File: src/hdl/cbc_pkg.sv
`timescale 1ns / 1ps
// Shared types and constants of the cluster buffer cache tag engine.
// No dependencies; used by the channel interface users and the top level.
package cbc_pkg;

  localparam int unsigned ADDR_W = 32;
  localparam int unsigned OFF_W  = 8;
  localparam int unsigned TAG_W  = ADDR_W - OFF_W;
  localparam int unsigned DEV_W  = 4;
  localparam int unsigned SLOT_W = 4;
  localparam int unsigned CNT_W  = 9;
  localparam int unsigned BUSY_W = 8;
  localparam int unsigned VS_W   = 9;

  // Sectors per cluster is fixed at 2**OFF_W.
  localparam logic [VS_W-1:0]   VS_MAX   = VS_W'(2 ** OFF_W);
  localparam logic [BUSY_W-1:0] BUSY_MAX = '1;

  typedef enum logic [1:0] {
    FN_GET     = 2'd0,
    FN_RELEASE = 2'd1,
    FN_PURGE   = 2'd2,
    FN_FILL    = 2'd3
  } func_t;

  typedef enum logic [2:0] {
    ST_HIT    = 3'd0,
    ST_MISS   = 3'd1,
    ST_NOIDLE = 3'd2,
    ST_RDERR  = 3'd3,
    ST_UNDER  = 3'd4,
    ST_DONE   = 3'd5,
    ST_OVER   = 3'd6
  } status_t;

  typedef struct packed {
    func_t               func;
    logic [DEV_W-1:0]    dev_id;
    logic [ADDR_W-1:0]   sector_addr;
    logic [SLOT_W-1:0]   slot;
    logic [CNT_W-1:0]    sector_count;
  } req_t;

  typedef struct packed {
    status_t             status;
    logic [SLOT_W-1:0]   slot_out;
    logic [OFF_W-1:0]    offset;
    logic [ADDR_W-1:0]   cluster_base;
  } rsp_t;

endpackage

File: src/hdl/cbc_chan_if.sv
`timescale 1ns / 1ps
// Valid/ready channel carrying one item of payload type T.
// No dependencies; the payload type is set where the channel is instantiated.
interface cbc_chan_if #(parameter type T = logic);
  logic valid;
  logic ready;
  T     data;

  modport source (output valid, output data, input ready);
  modport sink   (input valid, input data, output ready);
endinterface

File: src/hdl/cluster_buffer_cache_lru_top.sv
`timescale 1ns / 1ps
// Tag and LRU replacement engine for a cache of 256-sector clusters.
// Depends on cbc_pkg, cbc_chan_if and cbc_slot_ram.
//
// One request is handled at a time; in_ch.ready is high only while the
// sequencer waits for work. All per-slot state lives in a slot table with one
// write port and one registered read port; the table is read one entry per
// cycle, and one compare/update unit walks over it. A get takes a full table
// scan plus a decide step and the output load, and a purge a full scan and
// the output load. A release reads the slot first and then ages every slot
// more recent than it in a second walk, or skips the walk when the slot is
// idle; a fill report reads and updates the slot, and walks the table as well
// only when a failed fill releases a busy slot. A release or fill report that
// names a slot past the table skips the read.
// Results sit in an output register, so a new request can be taken while
// the previous result waits for out_ch.ready. After reset the table is
// usable at once: unwritten slots read as invalid, idle, with rank equal to
// their index.
module cluster_buffer_cache_lru_top #(
  parameter int unsigned SLOTS = 16
) (
  input  logic        clk,
  input  logic        rst_n,
  cbc_chan_if.sink    in_ch,
  cbc_chan_if.source  out_ch
);

  localparam int unsigned IW = $clog2(SLOTS);
  localparam int unsigned CW = IW + 1;
  localparam int unsigned XW = IW + cbc_pkg::SLOT_W;

  typedef logic [IW-1:0] idx_t;

  typedef struct packed {
    logic                        valid;
    logic [cbc_pkg::DEV_W-1:0]   dev;
    logic [cbc_pkg::TAG_W-1:0]   tag;
    logic [cbc_pkg::BUSY_W-1:0]  busy;
    logic [cbc_pkg::VS_W-1:0]    vs;
    idx_t                        rank;
  } entry_t;

  localparam int unsigned EW = $bits(entry_t);

  typedef enum logic [2:0] {
    S_IDLE, S_SWEEP, S_RD1, S_RD2, S_DECIDE, S_FINISH
  } state_t;

  typedef enum logic [1:0] {
    SW_LOOKUP, SW_RECENT, SW_PURGE
  } sweep_t;

  function automatic logic [cbc_pkg::SLOT_W-1:0] slot4(idx_t i);
    logic [XW-1:0] x;
    x = XW'(i);
    return x[cbc_pkg::SLOT_W-1:0];
  endfunction

  state_t        state_r,      state_nxt;
  sweep_t        op_r,         op_nxt;
  cbc_pkg::req_t req_r,        req_nxt;
  logic [CW-1:0] cnt_r,        cnt_nxt;
  logic          rd_vld_r;
  idx_t          rd_idx_r;
  idx_t          tgt_r,        tgt_nxt;
  idx_t          rank_ref_r,   rank_ref_nxt;
  logic          hit_found_r,  hit_found_nxt;
  idx_t          hit_idx_r,    hit_idx_nxt;
  entry_t        hit_e_r,      hit_e_nxt;
  logic          idle_found_r, idle_found_nxt;
  idx_t          idle_idx_r,   idle_idx_nxt;
  idx_t          idle_rank_r,  idle_rank_nxt;
  cbc_pkg::rsp_t res_r,        res_nxt;
  cbc_pkg::rsp_t out_r,        out_nxt;
  logic          out_valid_r,  out_valid_nxt;

  cbc_pkg::req_t in_req;
  logic          we_c;
  idx_t          wa_c;
  entry_t        wd_c;
  logic          re_c;
  idx_t          ra_c;
  logic [EW-1:0] rdata;
  logic          rwritten;
  entry_t        e_c;
  entry_t        rst_e;

  logic [cbc_pkg::OFF_W-1:0]  off_c;
  logic [cbc_pkg::ADDR_W-1:0] base_c;
  logic [cbc_pkg::TAG_W-1:0]  tag_c;
  logic [XW-1:0]              slot_x;
  logic                       slot_ok;
  idx_t                       slot_idx;
  logic [cbc_pkg::VS_W-1:0]   cap_c;

  assign in_req = in_ch.data;

  assign off_c    = req_r.sector_addr[cbc_pkg::OFF_W-1:0];
  assign tag_c    = req_r.sector_addr[cbc_pkg::ADDR_W-1:cbc_pkg::OFF_W];
  assign base_c   = {tag_c, {cbc_pkg::OFF_W{1'b0}}};
  assign slot_x   = XW'(req_r.slot);
  assign slot_ok  = (slot_x < XW'(SLOTS));
  assign slot_idx = slot_x[IW-1:0];
  assign cap_c    = (req_r.sector_count > cbc_pkg::VS_MAX) ? cbc_pkg::VS_MAX
                                                           : req_r.sector_count;

  cbc_slot_ram #(
    .DEPTH (SLOTS),
    .WIDTH (EW)
  ) u_slot_ram (
    .clk      (clk),
    .rst_n    (rst_n),
    .we       (we_c),
    .waddr    (wa_c),
    .wdata    (wd_c),
    .re       (re_c),
    .raddr    (ra_c),
    .rdata    (rdata),
    .rwritten (rwritten)
  );

  // Unwritten entries read as their reset contents.
  always_comb begin
    rst_e      = '0;
    rst_e.rank = rd_idx_r;
    e_c        = rwritten ? entry_t'(rdata) : rst_e;
  end

  always_comb begin
    state_nxt      = state_r;
    op_nxt         = op_r;
    req_nxt        = req_r;
    cnt_nxt        = cnt_r;
    tgt_nxt        = tgt_r;
    rank_ref_nxt   = rank_ref_r;
    hit_found_nxt  = hit_found_r;
    hit_idx_nxt    = hit_idx_r;
    hit_e_nxt      = hit_e_r;
    idle_found_nxt = idle_found_r;
    idle_idx_nxt   = idle_idx_r;
    idle_rank_nxt  = idle_rank_r;
    res_nxt        = res_r;
    out_nxt        = out_r;
    out_valid_nxt  = out_valid_r && !out_ch.ready;
    we_c           = 1'b0;
    wa_c           = rd_idx_r;
    wd_c           = e_c;
    re_c           = 1'b0;
    ra_c           = cnt_r[IW-1:0];

    case (state_r)
      S_IDLE: begin
        if (in_ch.valid) begin
          req_nxt        = in_req;
          cnt_nxt        = '0;
          hit_found_nxt  = 1'b0;
          idle_found_nxt = 1'b0;
          case (in_req.func)
            cbc_pkg::FN_GET: begin
              op_nxt    = SW_LOOKUP;
              state_nxt = S_SWEEP;
            end
            cbc_pkg::FN_PURGE: begin
              op_nxt               = SW_PURGE;
              state_nxt            = S_SWEEP;
              res_nxt.status       = cbc_pkg::ST_DONE;
              res_nxt.slot_out     = '0;
              res_nxt.offset       = '0;
              res_nxt.cluster_base = '0;
            end
            default: begin
              state_nxt = S_RD1;
            end
          endcase
        end
      end

      S_RD1: begin
        res_nxt.slot_out = req_r.slot;
        if (req_r.func == cbc_pkg::FN_RELEASE) begin
          res_nxt.status       = cbc_pkg::ST_UNDER;
          res_nxt.offset       = '0;
          res_nxt.cluster_base = '0;
        end else begin
          res_nxt.status       = cbc_pkg::ST_RDERR;
          res_nxt.offset       = off_c;
          res_nxt.cluster_base = base_c;
        end
        if (!slot_ok) begin
          state_nxt = S_FINISH;
        end else begin
          re_c      = 1'b1;
          ra_c      = slot_idx;
          tgt_nxt   = slot_idx;
          state_nxt = S_RD2;
        end
      end

      S_RD2: begin
        wa_c         = tgt_r;
        wd_c         = e_c;
        rank_ref_nxt = e_c.rank;
        cnt_nxt      = '0;
        state_nxt    = S_FINISH;
        if (req_r.func == cbc_pkg::FN_RELEASE) begin
          if (e_c.busy != '0) begin
            we_c           = 1'b1;
            wd_c.busy      = e_c.busy - cbc_pkg::BUSY_W'(1);
            wd_c.rank      = '0;
            res_nxt.status = cbc_pkg::ST_DONE;
            op_nxt         = SW_RECENT;
            state_nxt      = S_SWEEP;
          end
        end else if (req_r.sector_count == '0) begin
          // Failed fill: drop the entry, release it if it was held.
          we_c       = 1'b1;
          wd_c.valid = 1'b0;
          if (e_c.busy != '0) begin
            wd_c.busy = e_c.busy - cbc_pkg::BUSY_W'(1);
            wd_c.rank = '0;
            op_nxt    = SW_RECENT;
            state_nxt = S_SWEEP;
          end
        end else begin
          we_c    = 1'b1;
          wd_c.vs = cap_c;
          if (cap_c <= cbc_pkg::VS_W'(off_c)) begin
            if (e_c.busy != '0) begin
              wd_c.busy = e_c.busy - cbc_pkg::BUSY_W'(1);
            end
          end else begin
            res_nxt.status = cbc_pkg::ST_DONE;
          end
        end
      end

      S_SWEEP: begin
        if (cnt_r < CW'(SLOTS)) begin
          re_c    = 1'b1;
          ra_c    = cnt_r[IW-1:0];
          cnt_nxt = cnt_r + CW'(1);
        end
        if (rd_vld_r) begin
          case (op_r)
            SW_LOOKUP: begin
              if (e_c.valid && (e_c.dev == req_r.dev_id) && (e_c.tag == tag_c) &&
                  (!hit_found_r || (e_c.rank < hit_e_r.rank))) begin
                hit_found_nxt = 1'b1;
                hit_idx_nxt   = rd_idx_r;
                hit_e_nxt     = e_c;
              end
              if ((e_c.busy == '0) && (!idle_found_r || (e_c.rank > idle_rank_r))) begin
                idle_found_nxt = 1'b1;
                idle_idx_nxt   = rd_idx_r;
                idle_rank_nxt  = e_c.rank;
              end
            end
            SW_RECENT: begin
              // Age every slot that was more recent than the one released.
              if ((rd_idx_r != tgt_r) && (e_c.rank < rank_ref_r)) begin
                we_c      = 1'b1;
                wd_c.rank = e_c.rank + idx_t'(1);
              end
            end
            SW_PURGE: begin
              if (e_c.dev == req_r.dev_id) begin
                we_c       = 1'b1;
                wd_c.valid = 1'b0;
                wd_c.busy  = '0;
              end
            end
            default: begin
            end
          endcase
          if (rd_idx_r == idx_t'(SLOTS - 1)) begin
            state_nxt = (op_r == SW_LOOKUP) ? S_DECIDE : S_FINISH;
          end
        end
      end

      S_DECIDE: begin
        res_nxt.offset       = off_c;
        res_nxt.cluster_base = base_c;
        state_nxt            = S_FINISH;
        if (hit_found_r) begin
          res_nxt.slot_out = slot4(hit_idx_r);
          wa_c             = hit_idx_r;
          wd_c             = hit_e_r;
          if (hit_e_r.busy == cbc_pkg::BUSY_MAX) begin
            res_nxt.status = cbc_pkg::ST_OVER;
          end else if (hit_e_r.vs <= cbc_pkg::VS_W'(off_c)) begin
            res_nxt.status = cbc_pkg::ST_RDERR;
          end else begin
            we_c           = 1'b1;
            wd_c.busy      = hit_e_r.busy + cbc_pkg::BUSY_W'(1);
            res_nxt.status = cbc_pkg::ST_HIT;
          end
        end else if (!idle_found_r) begin
          res_nxt.status   = cbc_pkg::ST_NOIDLE;
          res_nxt.slot_out = '0;
        end else begin
          // Claim the least recent idle slot; its rank stays.
          we_c             = 1'b1;
          wa_c             = idle_idx_r;
          wd_c.valid       = 1'b1;
          wd_c.dev         = req_r.dev_id;
          wd_c.tag         = tag_c;
          wd_c.busy        = cbc_pkg::BUSY_W'(1);
          wd_c.vs          = '0;
          wd_c.rank        = idle_rank_r;
          res_nxt.status   = cbc_pkg::ST_MISS;
          res_nxt.slot_out = slot4(idle_idx_r);
        end
      end

      S_FINISH: begin
        if (!out_valid_r || out_ch.ready) begin
          out_nxt       = res_r;
          out_valid_nxt = 1'b1;
          state_nxt     = S_IDLE;
        end
      end

      default: begin
        state_nxt = S_IDLE;
      end
    endcase
  end

  always_ff @(posedge clk) begin
    if (!rst_n) begin
      state_r     <= S_IDLE;
      out_valid_r <= 1'b0;
      rd_vld_r    <= 1'b0;
    end else begin
      state_r      <= state_nxt;
      out_valid_r  <= out_valid_nxt;
      rd_vld_r     <= re_c;
      rd_idx_r     <= ra_c;
      op_r         <= op_nxt;
      req_r        <= req_nxt;
      cnt_r        <= cnt_nxt;
      tgt_r        <= tgt_nxt;
      rank_ref_r   <= rank_ref_nxt;
      hit_found_r  <= hit_found_nxt;
      hit_idx_r    <= hit_idx_nxt;
      hit_e_r      <= hit_e_nxt;
      idle_found_r <= idle_found_nxt;
      idle_idx_r   <= idle_idx_nxt;
      idle_rank_r  <= idle_rank_nxt;
      res_r        <= res_nxt;
      out_r        <= out_nxt;
    end
  end

  assign in_ch.ready  = (state_r == S_IDLE);
  assign out_ch.valid = out_valid_r;
  assign out_ch.data  = out_r;

  a_recent_skips_target: assert property (@(posedge clk) disable iff (!rst_n)
    (state_r == S_SWEEP && op_r == SW_RECENT && we_c) |-> (wa_c != tgt_r))
    else $error("rank aging wrote the slot being made most recent");

  a_accept_leaves_idle: assert property (@(posedge clk) disable iff (!rst_n)
    (in_ch.valid && in_ch.ready) |=> (state_r != S_IDLE))
    else $error("accepted item did not start the sequencer");

  a_result_from_finish: assert property (@(posedge clk) disable iff (!rst_n)
    $rose(out_valid_r) |-> $past(state_r == S_FINISH))
    else $error("result register loaded outside the finish step");

  a_claim_needs_idle: assert property (@(posedge clk) disable iff (!rst_n)
    (state_r == S_DECIDE && !hit_found_r && we_c) |-> idle_found_r)
    else $error("slot claimed without an idle candidate");

endmodule

File: src/hdl/cbc_slot_ram.sv
`timescale 1ns / 1ps
// Slot table storage: one write port, one registered read port, and a
// written flag per entry so that unwritten entries can read as reset values.
module cbc_slot_ram #(
  parameter int unsigned DEPTH = 16,
  parameter int unsigned WIDTH = 52
) (
  input  logic                     clk,
  input  logic                     rst_n,
  input  logic                     we,
  input  logic [$clog2(DEPTH)-1:0] waddr,
  input  logic [WIDTH-1:0]         wdata,
  input  logic                     re,
  input  logic [$clog2(DEPTH)-1:0] raddr,
  output logic [WIDTH-1:0]         rdata,
  output logic                     rwritten
);

  logic [WIDTH-1:0] mem [DEPTH];
  logic [DEPTH-1:0] written_r;
  logic [WIDTH-1:0] rdata_r;
  logic             rwritten_r;

  always_ff @(posedge clk) begin
    if (we) begin
      mem[waddr] <= wdata;
    end
    if (re) begin
      rdata_r <= mem[raddr];
    end
  end

  always_ff @(posedge clk) begin
    if (!rst_n) begin
      written_r  <= '0;
      rwritten_r <= 1'b0;
    end else begin
      if (we) begin
        written_r[waddr] <= 1'b1;
      end
      if (re) begin
        rwritten_r <= written_r[raddr];
      end
    end
  end

  assign rdata    = rdata_r;
  assign rwritten = rwritten_r;

endmodule
File: src/flat_wrapper.sv
// flat-port wrapper written by rule: the top's interface ports become plain ports
module cluster_buffer_cache_lru_top_flat 
#(
  parameter int unsigned SLOTS = 16
)
  (clk, rst_n, in_ch_valid, in_ch_data, in_ch_ready, out_ch_valid, out_ch_data, out_ch_ready);
  cbc_chan_if in_ch_i ();
  cbc_chan_if out_ch_i ();
  input  logic clk;
  input  logic rst_n;
  input wire logic [$bits(in_ch_i.valid)-1:0] in_ch_valid;
  input wire logic [$bits(in_ch_i.data)-1:0] in_ch_data;
  output wire logic [$bits(in_ch_i.ready)-1:0] in_ch_ready;
  output wire logic [$bits(out_ch_i.valid)-1:0] out_ch_valid;
  output wire logic [$bits(out_ch_i.data)-1:0] out_ch_data;
  input wire logic [$bits(out_ch_i.ready)-1:0] out_ch_ready;
  assign in_ch_i.valid = in_ch_valid;
  assign in_ch_i.data = in_ch_data;
  assign in_ch_ready = in_ch_i.ready;
  assign out_ch_valid = out_ch_i.valid;
  assign out_ch_data = out_ch_i.data;
  assign out_ch_i.ready = out_ch_ready;
  cluster_buffer_cache_lru_top #(.SLOTS(SLOTS)) u_core (.clk(clk), .rst_n(rst_n), .in_ch(in_ch_i), .out_ch(out_ch_i));
endmodule
File: config.mk
export PLATFORM = sky130hd
export DESIGN_NAME = cluster_buffer_cache_lru_top_flat
export DESIGN_NICKNAME = d
export VERILOG_FILES = /design/src/hdl/cbc_pkg.sv /design/src/hdl/cbc_chan_if.sv /design/src/hdl/cluster_buffer_cache_lru_top.sv /design/src/hdl/cbc_slot_ram.sv /design/src/flat_wrapper.sv
export SDC_FILE = /design/constraint.sdc
export NUM_CORES = 1
export LEC_CHECK = 0
export BUFFER_PORTS_ARGS = -buffer_cell sky130_fd_sc_hd__buf_4
export CAP_MARGIN = 40
export CORE_MARGIN = 1
export CORE_UTILIZATION = 65
export CTS_CLUSTER_DIAMETER = 100
export CTS_CLUSTER_SIZE = 12
export DETAILED_ROUTE_END_ITERATION = 10
export PLACE_DENSITY = 0.86
export SETUP_SLACK_MARGIN = 0.02
export SLEW_MARGIN = 0
export SYNTH_ARGS = -nofsm -noshare
export SYNTH_HDL_FRONTEND = slang
export SYNTH_SLANG_ARGS = --single-unit
File: constraint.sdc
create_clock -name clk -period 21.2 [get_ports clk]
set_input_delay 4.24 -clock clk [delete_from_list [all_inputs] [get_ports clk]]
set_output_delay 4.24 -clock clk [all_outputs]
set_load 0.05 [all_outputs]
# Word-level counts from Yosys, hierarchy flattened
# Memories as Yosys holds them, arrays and structs flattened. A register that Yosys moved wholly into a read port is not among the register bits.
# Cells that the tools add are included.
# totals
output_inout_bits	3
register_bits	104
n_memories	1
wordCells	170
ram_bits	800
# memory_table
memory	words	word_bits	read_ports	rd_ports_with_merged_regs	write_ports	line	source
u_core.u_slot_ram.mem	16	50	1	1	1	cbc_slot_ram.sv:19	logic [WIDTH-1:0] mem [DEPTH];
# op_classes
n_eq_ne	19
add_sub_neg	4
n_reduce_logical	37
mux	75
bitwise_logic	1
magnitude_cmp	10
# op_table
op	count
2-to-1 mux 50 bit	3
2-to-1 mux 8 bit	8
2-to-1 mux 4 bit	8
2-to-1 mux 28 bit	1
2-to-1 mux 1 bit	26
logical NOT 24 bit	1
one-hot mux 8 bit (3 select lines)	1
less-or-equal comparator 9 x 1 -> 1 bit, second input constant	2
2-to-1 mux 3 bit	6
2-to-1 mux 9 bit	2
one-hot mux 3 bit (6 select lines)	1
one-hot mux 9 bit (2 select lines)	1
inequality test 2 x 1 -> 1 bit, second input constant	8
OR 16 bit	1
one-hot mux 5 bit (3 select lines)	1
AND reduction 5 bit	3
one-hot mux 4 bit (3 select lines)	1
AND reduction 6 bit	2
less-than comparator 4 x 5 -> 1 bit, second input constant	2
2-to-1 mux 5 bit	2
one-hot mux 1 bit (2 select lines)	5
> comparator 1 x 9 -> 1 bit, second input constant	1
logical NOT 9 bit	1
adder 8 x 1 -> 8 bit, second input constant	1
other kinds (36)	58

# Longest topological paths before layout
# Gate-level depths: netlist (run 1).
# logic_depth
depth_word	9
mapped_depth	10
ltp_nobuf	8

# Cells and area by module
# A second synthesis (run 1) with hierarchy kept.
# unflattened
cells_unflattened	1700
hier_area_um2	37713.7
# by_module_without_submodules
mod	n_inst	area_per_inst_um2	seq_area_each_um2	cells_per_inst
cbc_slot_ram	1	32807.7	25864.8	1232
cluster_buffer_cache_lru_top	1	4906.0	2472.4	468

# Least setup slack after synthesis (run 1)
# Ideal clock, no wire load.
# synth_path
path_kind	input to register
from	input port rst_n
to	register u_core.hit_e_r[0] (netlist name) (enable)
path_stages	4
arrival_time_ps	9717
setup_ps	600
setup_slack_ps	10883
path_cell_list	nand2b_1 nor3b_1 nand2_1 nor4_1
# synth_between
elab_chain_len	1
# synth_lines
item	line	source
start, declared	flat_wrapper.sv:10	input logic rst_n;
AND reduction 5 bit (no source line)	n/a	
end signal, assigned	cluster_buffer_cache_lru_top.sv:347	hit_e_r <= hit_e_nxt;
end, declared	cluster_buffer_cache_lru_top.sv:69	entry_t hit_e_r, hit_e_nxt;
# Every way passes these cells.
# A chain may end at the register's enable or synchronous reset.

# Worst setup path in the final report (run 1)
# layout_path
from	register u_core.state_r[0]
to	output port in_ch_ready
# layout_between
elab_chain_len	1
# layout_lines
item	line	source
start, declared	cluster_buffer_cache_lru_top.sv:59	state_t state_r, state_nxt;
start signal, assigned	cluster_buffer_cache_lru_top.sv:336	state_r <= state_nxt;
logical NOT 3 bit	cluster_buffer_cache_lru_top.sv:356	assign in_ch.ready = (state_r == S_IDLE);
end, declared	flat_wrapper.sv:13	output wire logic [$bits(in_ch_i.ready)-1:0] in_ch_ready;
# Every way passes these cells.

==> results of run 1 <==
## cells in the mapped netlist (3+ instances only)
| cell type | number | area (um^2) |
|---|---|---|
| mux2i_1 | 215 | 2152 |
| buf_2 | 4 | 20.02 |
| a211oi_1 | 8 | 60.06 |
| nand2_1 | 254 | 953.4 |
| buf_6 | 20 | 225.2 |
| nor4_1 | 10 | 62.56 |
| clkbuf_1 | 112 | 420.4 |
| o221ai_1 | 5 | 43.79 |
| o21ai_0 | 33 | 165.2 |
| a221o_1 | 3 | 30.03 |
| nor2_1 | 31 | 116.4 |
| a32oi_1 | 3 | 26.28 |
| o22ai_1 | 4 | 25.02 |
| a22o_1 | 38 | 332.8 |
| o21ai_1 | 3 | 15.01 |
| and2_1 | 48 | 300.3 |
| o21a_1 | 10 | 75.07 |
| nand3b_1 | 5 | 37.54 |
| a21oi_1 | 14 | 70.07 |
| ha_1 | 15 | 187.7 |
| nand2b_1 | 9 | 56.30 |
| buf_1 | 6 | 22.52 |
| and3_1 | 7 | 43.79 |
| dfxtp_1 | 22 | 440.4 |
| edfxtp_1 | 929 | 27900 |
| a31oi_1 | 8 | 50.05 |
| o211ai_1 | 203 | 1524 |
| nand4_1 | 61 | 381.6 |
| nand3_1 | 17 | 85.08 |
| inv_1 | 30 | 112.6 |
| nor3_1 | 9 | 45.04 |
| xor2_1 | 3 | 26.28 |
| mux2_1 | 100 | 1126 |
| a22oi_1 | 4 | 30.03 |
| o31ai_1 | 6 | 45.04 |
| nor2b_1 | 4 | 25.02 |
| mux2_2 | 105 | 1182 |
## cells in the final DEF (no fill, tap or decap), types with 45 or more instances in the layout
cell	count
and2_1	45
buf_4	61
clkbuf_16	90
edfxtp_1	929
mux2_1	100
mux2_2	105
mux2i_1	215
nand2_1	254
nand4_1	61
o211ai_1	203
## worst max path at each step
stage,start,to,slack (ps)
floorplan,rst_n,u_core.hit_e_r[0],10880
global placement,rst_n,u_core.hit_e_r[41],14880
detailed placement,rst_n,u_core.hit_e_r[21],14840
CTS,u_core.state_r[0],in_ch_ready,15180
global route,u_core.state_r[0],in_ch_ready,15070
finish,u_core.state_r[0],in_ch_ready,15180
## cells by family after synthesis
| family | count (synthesis) |
|---|---|
| XOR/XNOR | 5 |
| AND/OR/NAND/NOR | 466 |
| adder cells (fa/ha/maj) | 15 |
| flip-flops | 951 |
| buffers and inverters | 174 |
| multiplexers | 420 |
| other | 1 |
| AO/OA/AOI/OAI | 365 |
## per-layer routing
metal  global-route usage [%]  vias to the layer above
met5                        0                        -
met4                    12.09                        2
met3                    5.392                      249
met2                    46.40                     1254
met1                    39.55                    10867
li1                         -                     9384
## per-stage QoR
stage	area, um^2	power, mW	util, %	hold WS, ps	setup WS (ps)
floorplan	38750	2.311	-	418.3	10880
global placement	39600	2.371	67.22	440.9	14880
detailed placement	39890	2.387	67.72	444.8	14840
CTS	42220	3.744	71.67	458.5	15180
global route	42230	3.833	71.69	488.4	15070
finish	42230	3.739	71.69	459.7	15180
## layout make-up
type / instances / area, um^2 / area share [%]
flip-flops and latches: 951 / 28340 / 67.10
multi-input cells: 1272 / 9779 / 23.16
clock buffers: 97 / 2278 / 5.395
well taps: 773 / 967.2 / 2.290
repair buffers: 74 / 706.9 / 1.674
inverters: 31 / 116.4 / 0.2755
clock inverters: 4 / 45.04 / 0.1067
## critical path, stage by stage, from the launching register on
cell and delay [ps]:
dfxtp_1 450, nor3_1 420, buf_4 280
## power breakdown
part	internal, mW	switching [mW]	total (mW)
clock network	0.753	0.632	1.38
logic	0.0839	0.166	0.250
registers	2.09	0.0144	2.10
total	2.93	0.813	3.74
## sequential cells by signal, summed over array words and instances, names as in the netlist, 3 cells and up
signal	flops
u_core.hit_e_r	50
u_core.u_slot_ram.rdata	50
u_core.rank_ref_r	4
u_core.idle_idx_r	4
u_core.hit_idx_r	4
u_core.rd_idx_r	4
u_core.u_slot_ram.mem	800
u_core.cnt_r	5
u_core.u_slot_ram.written_r	16
u_core.idle_rank_r	4
u_core.state_r	3
==> flow_summary.yaml, run 1 <==
route:
  firstDrtPassIters: 7
  antenna_violating_nets_post_route: 0
  remaining_drc_errors: 0
  dr_total_vias: 21756
  via_per_instance_ratio: 6.795
  m1WireLength_mm: 33.85
  highest_metal_layer_with_signal_wires: "met5"
  drt-wirelength-per-cell_um: 27.05
  route.met2.wl_mm: 41.57
  met3WireLength_mm: 7.798
  finalWirelength_mm: 86.62
  drt_iter0_drc: 2559
global_routing:
  grt_pass1_wl_mm: 130.1
  grt_pass1_vias: 21770
  grt_usage_pct: 29.02
  number_of_antenna_violations_at_the_first_check_in_global_routing: 1
  global_route_overflow: 0
  pin_count_of_the_biggest_net_entering_global_routing: 111
synth:
  yosysSeqAreaShare_pct: 73.13
  mappedNetlistNets: 2417
  mappedNetlistArea_mm2: 0.03875
  dominant_combinational_cell_family_by_area_after_synthesis: "multiplexers"
  syn_avg_cell_area_um2: 16.16
  ys_types: 65
  synthSimpleGateAreaFrac_pct: 5.667
  post_syn_instances: 2397
  async_flop_share_pct: 0
  synth.ff_latch_count: 951
  number_of_enable_type_register_cells_in_the_synthesized_netlist: 929
  muxShareOfSynthArea_pct: 11.51
  synth_xor_xnor_area_share_pct: 0.1130
  synth-main-ff-cell: "edfxtp_1"
  yosysWarnings: 0
  complex_gate_fraction_of_the_synthesized_area_pct: 6.985
  yosys.area_share.adder_pct: 0.4844
hold_path:
  hp-class: "flop to flop"
  worstHoldStart: "u_core.u_slot_ram.written_r[5]"
  hold-path-endpoint: "u_core.u_slot_ram.written_r[5]"
  worstHoldPathCells: 2
outcome:
  outcome: "finished clean"
cells_and_area:
  flow.area_growth_from_synthesis_pct: 8.993
  fillers: 3388
  layout-drive-gt1-share_pct: 12.56
  finish.cell_count_without_fillers: 3202
  n_antenna_cell: 0
  finish.net_count: 2439
placement:
  dp_cells: 3099
  dp_hpwl_mm: 45.30
  finalWeightedCongestion: 0.9453
  io_buffer_count: 6
sta:
  worst_pin_slew_ps: 1030
  setup_violations: 0
  setup-tns-final_ps: 0
  timing.final.crit_share_pct: 28.39
  rsz0062_at_grt: "no"
  max_freq_mhz: 166.2
  timing_max_transition_violations_final: 0
  clock-skew-final_ps: 16.85
  relSlewSlack_pct: 31.32
  hold_violations: 0
  layout_min_cycle_time_ps: 6018
die:
  floorplan.io_pins: 8
  fp.dieH_um: 246.2
  die-width_um: 246.2
  floorplan.die_area_mm2: 0.06059
  initial_core_util_pct: 65.78
  rows: 89
  core_area_mm2: 0.05891
worst_setup_path:
  worst_ep_required_time_ps: 16960
  cp-start-kind: "flop"
  timing.critical_path.arrival_ps: 1780
  worstRegToRegCells: 9
  reg2reg_from: "u_core.u_slot_ram.rwritten"
  rr_endpoint: "u_core.u_slot_ram.mem[3][0]"
  crit_fanout: 14
  timing_worst_setup_path_type: "flop to primary output"
  endpoint_kind_of_the_worst_setup_timing_path: "primary output"
  reg2reg_setup_slack_ps: 16040
clock_network:
  post_cts_buffers: 0
  clk_latency_ps: 630
  h_tree_depth: 3
  cts_inserted_buffers: 89
  max-clock-path-buffers: 3
  clk_pin_slew_ps: 60
  cts-root-buf: "clkbuf_16"
  cts_hold_buf: 0
  tritoncts: "done"
  cts-resized-gates: 0
  cts_sinks: 951
flow_run:
  drv_cap: 0
pwr:
  worst_ir_drop_vdd_mv: 0.1016
  power_density_mw_per_mm2: 88.53
  leakage_power_figure_nw: 14.12
Power figures use the tool's default switching activity.
==> inputs of run 2 (changes only) <==
Settings changed: CORE_UTILIZATION 65 to 57, PLACE_DENSITY 0.86 to 0.8.
Clock period 21.2 ns to 4.8 ns, I/O delays scaled along.
==> flow_summary.yaml, run 2 (synthesis results as in run 1) <==
sta:
  layout_min_cycle_time_ps: 3981
  timing.final.crit_share_pct: 82.94
  max_freq_mhz: 251.2
  hold_violations: 0
  timing_max_transition_violations_final: 0
  setup_violations: 0
  relSlewSlack_pct: 37.76
  rsz0062_at_grt: "no"
  fin_worst_hold_slack_ps: 455.5
  worst_pin_slew_ps: 933.6
  clock-skew-final_ps: 37.81
pwr:
  power_density_mw_per_mm2: 389.6
  leakage_power_figure_nw: 14.28
  worst_ir_drop_vdd_mv: 0.3347
hold_path:
  hp-class: "flop to flop"
  worstHoldPathCells: 2
  hold-path-endpoint: "u_core.u_slot_ram.written_r[5]"
  worstHoldStart: "u_core.u_slot_ram.written_r[5]"
worst_setup_path:
  crit_fanout: 31
  worstRegToRegCells: 9
  reg2reg_setup_slack_ps: 820
  worst_ep_required_time_ps: 5080
  rr_endpoint: "u_core.u_slot_ram.mem[2][23]"
  endpoint_kind_of_the_worst_setup_timing_path: "flop"
  timing_worst_setup_path_type: "flop to flop"
  reg2reg_from: "u_core.rd_idx_r[3]"
  timing.critical_path.arrival_ps: 4260
  cp-start-kind: "flop"
cells_and_area:
  most-common-layout-cells: "edfxtp_1, nand2_1, mux2i_1, o211ai_1, mux2_2"
  final_common_cell: "edfxtp_1"
  largest-register: "u_core.u_slot_ram.mem"
  layout-drive-gt1-share_pct: 12.81
  n_antenna_cell: 0
  flow.area_growth_from_synthesis_pct: 10.18
  largest_reg_flops: 800
  fillers: 4412
  finish.net_count: 2446
  finish.cell_count_without_fillers: 3316
clock_network:
  clk_pin_slew_ps: 60
  max-clock-path-buffers: 3
  cts_hold_buf: 0
  cts-root-buf: "clkbuf_16"
  h_tree_depth: 3
  cts_sinks: 951
  post_cts_buffers: 0
  cts-resized-gates: 0
  tritoncts: "done"
  cts_inserted_buffers: 89
  clk_latency_ps: 660
route:
  drt-wirelength-per-cell_um: 25.47
  drt_iter0_drc: 2405
  firstDrtPassIters: 5
  antenna_violating_nets_post_route: 0
  finalWirelength_mm: 84.47
  via_per_instance_ratio: 6.465
  dr_total_vias: 21439
  remaining_drc_errors: 0
placement:
  io_buffer_count: 6
  dp_cells: 3207
  finalWeightedCongestion: 0.9063
  dp_hpwl_mm: 46.66
global_routing:
  grt_pass1_wl_mm: 128.3
  grt_usage_pct: 24.44
  number_of_antenna_violations_at_the_first_check_in_global_routing: 2
  grt_pass1_vias: 21970
  pin_count_of_the_biggest_net_entering_global_routing: 112
  global_route_overflow: 0
die:
  floorplan.die_area_mm2: 0.06902
  initial_core_util_pct: 57.70
  floorplan.io_pins: 8
  die-width_um: 262.7
  fp.dieH_um: 262.7
  rows: 95
  core_area_mm2: 0.06716
flow_run:
  drv_cap: 0
outcome:
  outcome: "finished clean"
==> run 2: changes by cell type in the layout (fill, tap and decap cells not counted), moves of 3 or more <==
cell      change
clkbuf_1      +5
buf_4         -4
buf_16        -3
buf_12       +17
nor3_4        +4
nor3_2        -4
==> run 2: worst max-delay path by stage <==
stage	slack, ps	start	endpoint	cells past startpoint
after floorplan	-450	u_core.rd_idx_r[3]	u_core.u_slot_ram.mem[6][0]	7
after global placement	950	u_core.rd_idx_r[3]	u_core.u_slot_ram.mem[2][21]	9
after detailed placement	870	u_core.rd_idx_r[3]	u_core.u_slot_ram.mem[2][45]	9
after CTS	840	u_core.rd_idx_r[3]	u_core.u_slot_ram.mem[2][15]	9
after global routing	600	u_core.rd_idx_r[3]	u_core.u_slot_ram.mem[0][23]	9
final	820	u_core.rd_idx_r[3]	u_core.u_slot_ram.mem[2][23]	9
==> run 2: final cells by class <==
| type | count | area [um^2] | area share, % |
|---|---|---|---|
| well taps | 873 | 1092 | 2.559 |
| clock inverters | 6 | 127.6 | 0.2989 |
| repair buffers | 81 | 908.4 | 2.128 |
| inverters | 31 | 116.4 | 0.2726 |
| clock buffers | 102 | 2297 | 5.381 |
| flip-flops and latches | 951 | 28340 | 66.38 |
| multi-input cells | 1272 | 9812 | 22.98 |
==> run 2: stage by stage <==
step           TNS, ps  area [um^2]  util, %  power [mW]  setup slack, ps
2_1_floorplan  -180750        38820        -       10.21           -446.1
3_3_place_gp         0        40150    59.78       10.51            951.8
3_5_place_dp         0        40250    59.94       10.57            866.4
4_1_cts              0        42680    63.55       16.70            844.2
5_1_grt              0        42690    63.57       17.08            604.7
6_report             0        42690    63.57       16.64            818.7
==> run 2: layer usage <==
metal / wire length [um] / global-route usage (%) / part of all wire [%] / vias up
li1: - / - / - / 9406
met1: 34030 / 32.71 / 40 / 10866
met2: 41350 / 40.71 / 49 / 993
met3: 6665 / 4.301 / 7.9 / 174
met4: 2419 / 8.267 / 2.9 / 0
met5: 0 / 0 / 0 / -
==> run 2: report_power, final <==
part | internal (mW) | switching, mW | leakage (nW) | total [mW]
clock network | 3.37 | 2.85 | 1.18 | 6.22
registers | 9.23 | 0.0626 | 8.81 | 9.29
logic | 0.381 | 0.739 | 4.29 | 1.12
total | 13.0 | 3.65 | 14.3 | 16.6
==> run 2: worst max-delay path, cell delays in order, from the launching register on <==
cell and delay [ps]:
edfxtp_1 500, inv_1 130, o21ai_0 210, buf_4 200, ha_1 260, a2111oi_2 600
a31oi_2 410, a221o_1 630, nor2_4 190, buf_4 470
